[src/msdf_pkg.sv]
`default_nettype none
package msdf_pkg;
  localparam int MaxWidth  = 64;
  localparam int MaxHeight = 64;
  localparam int XW = 6;
  localparam int YW = 6;
  localparam int AddrW = XW + YW;
  localparam int D2W = 14;   // squared distance up to 2*63*63
  localparam int RootW = 23; // root of d2 * 2^32, Q16
  localparam int QW = 32;    // quotient width

  // register indexes
  localparam logic [1:0] RegWidth  = 2'd0;
  localparam logic [1:0] RegHeight = 2'd1;
  localparam logic [1:0] RegSpread = 2'd2;

  localparam logic OpWrite = 1'b0;
  localparam logic OpQuery = 1'b1;

  // base 127.5 in Q16
  localparam logic [QW-1:0] Base = 32'd8355840;

  typedef struct packed {
    logic         start;
    logic [D2W-1:0] d2;
    logic [7:0]   spread;
  } calc_req_t;

  typedef struct packed {
    logic          done;
    logic [QW-1:0] q;
  } calc_rsp_t;
endpackage
`default_nettype wire

[src/msdf_calc.sv]
`default_nettype none
// shared shift-subtract unit: root then divide, one bit per cycle
module msdf_calc (
  input  wire                 clk,
  input  wire                 rst_n,
  input  msdf_pkg::calc_req_t req,
  output msdf_pkg::calc_rsp_t rsp
);
  typedef enum logic [2:0] {
    C_IDLE = 3'b001,
    C_ROOT = 3'b010,
    C_DIV  = 3'b100
  } cstate_t;

  cstate_t        st_r, st_nxt;
  logic [47:0]    rad_r, rad_nxt;   // radicand d2 << 32, shifted out 2 bits/step
  logic [25:0]    rem_r, rem_nxt;   // root remainder
  logic [msdf_pkg::RootW:0] root_r, root_nxt;
  logic [5:0]     cnt_r, cnt_nxt;
  logic [8:0]     div_r, div_nxt;   // 2*spread
  logic [31:0]    num_r, num_nxt;   // 255*root, shifted out
  logic [9:0]     drem_r, drem_nxt;
  logic [msdf_pkg::QW-1:0] q_r, q_nxt;
  logic           done_r, done_nxt;
  logic [25:0]    trial;
  logic [9:0]     dtrial;

  assign rsp.done = done_r;
  assign rsp.q    = q_r;

  always_comb begin
    st_nxt = st_r; rad_nxt = rad_r; rem_nxt = rem_r; root_nxt = root_r;
    cnt_nxt = cnt_r; div_nxt = div_r; num_nxt = num_r; drem_nxt = drem_r;
    q_nxt = q_r; done_nxt = 1'b0;
    trial  = {rem_r[23:0], rad_r[47:46]} - {root_r[msdf_pkg::RootW-1:0], 2'b01};
    dtrial = {drem_r[8:0], num_r[31]} - {1'b0, div_r};
    case (st_r)
      C_IDLE: begin
        if (req.start) begin
          rad_nxt  = {2'b0, req.d2, 32'd0};
          rem_nxt  = '0;
          root_nxt = '0;
          cnt_nxt  = 6'd24;
          div_nxt  = {req.spread, 1'b0};
          st_nxt   = C_ROOT;
        end
      end
      C_ROOT: begin
        rad_nxt = {rad_r[45:0], 2'b00};
        if (!trial[25] &&
            ({rem_r[23:0], rad_r[47:46]} >= {root_r[msdf_pkg::RootW-1:0], 2'b01})) begin
          rem_nxt  = trial;
          root_nxt = {root_r[msdf_pkg::RootW-1:0], 1'b1};
        end else begin
          rem_nxt  = {rem_r[23:0], rad_r[47:46]};
          root_nxt = {root_r[msdf_pkg::RootW-1:0], 1'b0};
        end
        cnt_nxt = cnt_r - 6'd1;
        if (cnt_r == 6'd1) begin
          num_nxt  = 32'(({8'd0, root_nxt} << 8) - {8'd0, root_nxt});
          drem_nxt = '0;
          q_nxt    = '0;
          cnt_nxt  = 6'd32;
          st_nxt   = C_DIV;
        end
      end
      C_DIV: begin
        num_nxt = {num_r[30:0], 1'b0};
        if ({drem_r[8:0], num_r[31]} >= {1'b0, div_r}) begin
          drem_nxt = dtrial;
          q_nxt    = {q_r[msdf_pkg::QW-2:0], 1'b1};
        end else begin
          drem_nxt = {drem_r[8:0], num_r[31]};
          q_nxt    = {q_r[msdf_pkg::QW-2:0], 1'b0};
        end
        cnt_nxt = cnt_r - 6'd1;
        if (cnt_r == 6'd1) begin
          done_nxt = 1'b1;
          st_nxt   = C_IDLE;
        end
      end
      default: st_nxt = C_IDLE;
    endcase
  end

  always_ff @(posedge clk) begin
    if (!rst_n) begin
      st_r   <= C_IDLE;
      done_r <= 1'b0;
      cnt_r  <= '0;
    end else begin
      st_r   <= st_nxt;
      done_r <= done_nxt;
      cnt_r  <= cnt_nxt;
    end
    rad_r <= rad_nxt; rem_r <= rem_nxt; root_r <= root_nxt;
    div_r <= div_nxt; num_r <= num_nxt; drem_r <= drem_nxt; q_r <= q_nxt;
  end
endmodule
`default_nettype wire

[config.mk]
export PLATFORM = sky130hd
export DESIGN_NAME = msdf_calc
export DESIGN_NICKNAME = d
export VERILOG_FILES = /design/src/msdf_pkg.sv /design/src/msdf_calc.sv
export SDC_FILE = /design/constraint.sdc
export NUM_CORES = 1
export LEC_CHECK = 0
export BUFFER_PORTS_ARGS = -buffer_cell sky130_fd_sc_hd__buf_2
export CAP_MARGIN = 20
export CORE_MARGIN = 5
export CORE_UTILIZATION = 40
export DETAILED_ROUTE_END_ITERATION = 6
export PLACE_DENSITY_LB_ADDON = 0.08
export SETUP_SLACK_MARGIN = 0.05
export SLEW_MARGIN = 20
export SYNTH_ARGS = -nofsm -noshare
export SYNTH_HDL_FRONTEND = slang
export SYNTH_SLANG_ARGS = --single-unit
[constraint.sdc]
create_clock -name clk -period 6.91 [get_ports clk]
set_input_delay 0.691 -clock clk [delete_from_list [all_inputs] [get_ports clk]]
set_output_delay 0.691 -clock clk [all_outputs]
set_load 0.02 [all_outputs]
* Word level (Yosys, flattened, before mapping) *
Index checks and enable logic that the tools add are counted.

storage, ports and cells
  register bits = 186
  bits in latches = 0
  bits in writable memories = 0
  ROM bits = 0
  output and inout port bits = 33
  word-level logic and storage cells = 59
  memories = 0

cells by class
  $add $sub $neg = 4
  multipliers = 0
  div/mod/pow operators = 0
  $lt $le $gt $ge = 2
  eq/ne operators = 7
  shifts and indexed selects = 0
  mux-type cells = 25
  bitwise operators = 0
  reduce and logical (&&, ||, !) cells = 11

operators with widths
  cell                                               count
  one-hot mux 32 bit (2 select lines)                2
  one-hot mux 48 bit (2 select lines)                1
  two-way mux 24 bit                                 3
  two-way mux 32 bit                                 2
  two-way mux 48 bit                                 1
  one-hot mux 24 bit (2 select lines)                1
  one-hot mux 23 bit (2 select lines)                1
  subtractor 32 x 24 -> 32 bit                       1
  greater-or-equal comparator 26 x 25 -> 1 bit       1
  subtractor 26 x 25 -> 26 bit                       1
  two-way mux 23 bit                                 1
  two-way mux 9 bit                                  2
  one-hot mux 6 bit (3 select lines)                 1
  one-hot mux 9 bit (2 select lines)                 1
  two-way mux 6 bit                                  2
  greater-or-equal comparator 10 x 9 -> 1 bit        1
  AND reduction 2 bit                                5
  two-way mux 3 bit                                  3
  one-hot mux 3 bit (3 select lines)                 1
  subtractor 9 bit                                   1
  == test 6 x 1 -> 1 bit (second input constant)     1
  != test 2 bit (second input constant)              3
  subtractor 6 x 1 -> 6 bit (second input constant)  1
  nonzero test 2 bit                                 2
  8 further kinds                                    10

* Logic depth before layout (Yosys ltp) *
  depth in word-level cells = 8
  depth in mapped cells = 22

* Least setup slack after synthesis *
Ideal clock, no wire load.

  kind = reg-to-reg
  from = register st_r[2]
  to = register drem_r[0], enable pin
  setup time = 0.605 ns
  data arrival time = 6.268 ns
  data required time = 6.305 ns
  setup slack = 0.036 ns
  cell stages (with the launch flop) = 7
  buffers on the path = 3
  clock period less this slack = 6.874 ns
  cells stage by stage = dfxtp_1 > clkbuf_1 > nor2_1 > nand2_1 > clkbuf_1 > clkbuf_1 > o21ai_0

between the ends
  longest elaborated chain between the ends = 3

ends and longest elaborated chain
  what                                                                  line             RTL
  start, declared                                                       msdf_calc.sv:15  cstate_t st_r, st_nxt;
  start signal, assigned                                                msdf_calc.sv:92  st_r <= st_nxt;
  == test 3 x 2 -> 1 bit / == test 3 bit (equally long branches)        msdf_calc.sv:37  case (st_r)
  != test 2 bit (no line) / nonzero test 2 bit (equally long branches)  n/a
  AND reduction 2 bit (no line) (*)                                     n/a
  end signal, assigned                                                  msdf_calc.sv:97  div_r <= div_nxt; num_r <= num_nxt; drem_r <= drem_nxt; q_r <= q_nxt;
  end, declared                                                         msdf_calc.sv:22  logic [9:0] drem_r, drem_nxt;

Mark *: on every way between the ends. The rest lies on a longest branch, timed or not.
A chain may end at the register's enable or synchronous reset.

* Worst setup path after layout *
  from = register root_r[1] (netlist name)
  to = register num_r[26] (data pin)

between the ends
  longest elaborated chain between the ends = 8

ends and longest elaborated chain
  what                                     line             RTL
  start, declared                          msdf_calc.sv:18  logic [msdf_pkg::RootW:0] root_r, root_nxt;
  start signal, assigned                   msdf_calc.sv:96  rad_r <= rad_nxt; rem_r <= rem_nxt; root_r <= root_nxt;
  subtractor 26 x 25 -> 26 bit             msdf_calc.sv:35  trial = {rem_r[23:0], rad_r[47:46]} - {root_r[msdf_pkg::RootW-1:0], 2'b01};
  zero test 1 bit                          msdf_calc.sv:50  if (!trial[25] &&
  logical AND 1 bit                        msdf_calc.sv:50
  two-way mux 1 bit                        msdf_calc.sv:50
  two-way mux 24 bit (*)                   msdf_calc.sv:37
  subtractor 32 x 24 -> 32 bit (*)         msdf_calc.sv:60  num_nxt = 32'(({8'd0, root_nxt} << 8) - {8'd0, root_nxt});
  two-way mux 32 bit (*)                   msdf_calc.sv:59  if (cnt_r == 6'd1) begin
  one-hot mux 32 bit (2 select lines) (*)  msdf_calc.sv:37
  named net num_nxt[26]                    msdf_calc.sv:21  logic [31:0] num_r, num_nxt;
  end signal, assigned                     msdf_calc.sv:97
  end, declared                            msdf_calc.sv:21

Mark *: on every way through the listed nets, which the timed path passes. The rest lies on a longest branch. The select of a mux whose other input is x is not followed.

==> out/qor.yml <==
finish:
  drive_gt1_share_pct: 12.0
  antenna_cells: 0
  areaGrowthSynthToFinish_pct: 12.8
  final_cell_mix: "sky130_fd_sc_hd__edfxtp_1 (144), sky130_fd_sc_hd__nand2_1 (115), sky130_fd_sc_hd__nor2_1 (87)"
  layout_commonest_cell: "sky130_fd_sc_hd__edfxtp_1"
  fin_area_sq_mm: 0.0103
  finalNetCount: 1052
synthesis:
  number_of_flops_mapped_to_enable_cells_by_yosys: 144
  syn_area_per_cell_sq_um: 9.90
  yosysUniqueCellTypes: 70
  postSynth.topFlopCell: "sky130_fd_sc_hd__edfxtp_1"
  mappedNetlistArea_sq_mm: 0.00917
  netlist_instances: 927
  synth_sequential_area_ratio_pct: 49.3
  synth_seq_cells: 154
  synth-warning-count: 0
  synth.top_cell.area_share_pct: 47.1
  synth_top_area_cell: "sky130_fd_sc_hd__edfxtp_1"
  postSynth.asyncResetShare_pct: 0
  synth.area.top_cells: "sky130_fd_sc_hd__edfxtp_1 (47%), sky130_fd_sc_hd__ha_1 (7.1%), sky130_fd_sc_hd__nand2_1 (4.8%)"
  postSynthNetCount: 1005
min_path:
  hold-path-cell-count: 1
  timing.hold.worst.class: "in2reg"
place:
  io_buffer_count: 57
  dpl_cell_area_sq_mm: 0.00970
  dp.final_hpwl_microns: 15400
  gpl.final_weighted_congestion: 0.866
routing:
  detailed_route_vias_per_instance: 5.46
  wl_met1_microns: 10800
  dr_total_vias: 6950
  drt-initial-drc-count: 482
  routed_wire_length_per_instance_microns: 17.2
  top_signal_layer_used: "met4"
  routed_wl_microns: 21900
  wl_met3_microns: 787
  wl_met2_microns: 10100
  detail-route-antenna-nets: 0
  drt_first_pass_iters: 5
  detail_route.drc_violations: 0
power_and_ir_drop:
  static-leakage-power_nw: 4.13
  power.density_mw_per_mm2: 246
  ir_worst_vdd_mv: 0.153
worst_setup_path:
  crit_required_ps: 7070
  worst-path-stages: 20
  path_delay_family: "compound AO/OA/AOI/OAI gates"
  cell_with_the_biggest_individual_delay_on_the_critical_path: "sky130_fd_sc_hd__or4b_2"
  worst_setup_path_end_kind: "register"
  worst-path-max-fanout: 16
  crit_path_arrival_time_ps: 5870
  criticalPathCategory: "reg2reg"
  cells_traversed_along_the_worst_timing_path: "inv_1 -> ha_1 -> or3_1 -> o22ai_2 -> a2bb2oi_2 -> a211oi_1 -> o221ai_1 -> nand2_1 -> buf_4 -> inv_2 -> ha_1 -> or4b_2 -> o21ai_1 -> a31oi_1 -> o21ai_1 -> a21oi_1 -> a211oi_1 -> nor3_1 -> xnor2_1 -> o21ai_0"
  crit_path_start_kind: "register"
  number_of_cells_on_the_worst_reg_to_reg_path: 20
  slowest_stage_delay_on_critical_path_ps: 670
  critical_path_buf_inv_count: 3
clock_tree:
  cts_setup_buffers: 0
  cts_max_level: 4
  worst_path_clk_slew_ps: 80
  insertion_delay_of_the_later_clocked_pin_in_the_worst_skew_pair_ps: 440
  ctsResizeCount: 0
  numCtsBuffers: 17
  cts.path.max_buffers: 2
  numClockSinks: 154
  hold_buffers: 0
  cts-root-buf: "sky130_fd_sc_hd__clkbuf_16"
  cts_tree: "yes"
grt:
  wire_length_of_the_first_global_routing_pass_microns: 36000
  number_of_global_route_vias_before_repair: 6805
  largest_net_degree_at_the_start_of_global_routing: 66
  grt_antenna_before_repair: 0
  grt_usage_pct: 17.1
  grt_remaining_overflow: 0
timing:
  period_minus_slack_ps: 5720
  clock.fmax_mhz: 175
  finalHoldViolations: 0
  totalNegativeSetupSlack_ps: 0
  max_slew_margin_pct: 40.5
  report.final.slew_viol_count: 0
  timing_worst_slew_pin_value_ps: 893
  final.setup_skew_ps: 15.1
  setup_viol: 0
  final.period_utilization_pct: 82.7
  grt_setup_unrepaired: "false"
floorplanning:
  number_of_core_rows: 55
  die-area_sq_mm: 0.0261
  core_sq_mm: 0.0226
  io-pin-count: 58
  floorplan.initialDensity_pct: 40.5
  die_y_microns: 161
  die_x_microns: 161
run_status:
  run_status: "complete, no violations"
job:
  max_cap_viol_count: 0
## flip-flops by register name, summed over array words and instances, names as in the netlist
name    flops
drem_r      9
done_r      1
q_r        32
rad_r      16
root_r     23
rem_r      24
cnt_r       6
st_r        3
div_r       8
num_r      32
## per-layer routing
| metal | vias to the layer above | GRT usage (%) |
|---|---|---|
| li1 | 3495 | - |
| met1 | 3331 | 24.4 |
| met2 | 109 | 27.0 |
| met3 | 15 | 3.27 |
| met4 | 0 | 4.38 |
| met5 | - | 0 |
## Yosys cell counts (all sizes together) (15+ instances only)
| library cell | count |
|---|---|
| a211oi | 15 |
| a21oi | 83 |
| and3 | 39 |
| buf | 15 |
| clkbuf | 24 |
| edfxtp | 144 |
| ha | 52 |
| inv | 51 |
| nand2 | 118 |
| nand3 | 15 |
| nor2 | 87 |
| nor3 | 22 |
| o21a | 16 |
| o21ai | 46 |
| xnor2 | 28 |
## cells by family (layout without fill, tap and decap cells)
kind of cell	after synthesis	after routing	share of synthesized area [%]
DFF	154	154	49.3
buffers and inverters	90	150	4.24
AOI/OAI and AO/OA	223	223	15.6
muxes	5	5	0.546
xor gates and xnor gates	39	39	3.72
adders and majority gates	53	53	7.31
and+or+nand+nor	363	363	19.2
## metrics by stage
step | utilization [%] | hold WS [ps] | power [mW] | cells | setup slack, ps
2_1_floorplan | - | 484 | 1.49 | 927 | 1920
3_3_place_gp | 42.9 | 490 | 1.61 | 1239 | 1350
6_report | 45.7 | 426 | 2.55 | 1272 | 1190
4_1_cts | 45.6 | 410 | 2.58 | 1271 | 1230
3_5_place_dp | 42.9 | 494 | 1.60 | 1239 | 1290
5_1_grt | 45.7 | 409 | 2.68 | 1272 | 619
## report_power, final
part	switching, mW	internal (mW)
Clock	0.465	0.496
Combinational	0.300	0.190
Sequential	0.0275	1.07
## area by class of cell
type	count	area (sq um)
fill	2157	12300
timing repair buffer	67	380
sequential	154	4520
clock inverter	15	189
inverter	51	191
tap	285	357
multi-input combinational	683	4280
clock buffer	17	425
## worst paths after layout
path / start / to / slack [ps]
min reg2reg: rad_r[43] / rad_r[45] / 510
max reg2reg: root_r[1] / num_r[26] / 1190
max: root_r[1] / num_r[26] / 1190
min: req[3] / div_r[4] / 430
Power figures use the tool's default switching activity.
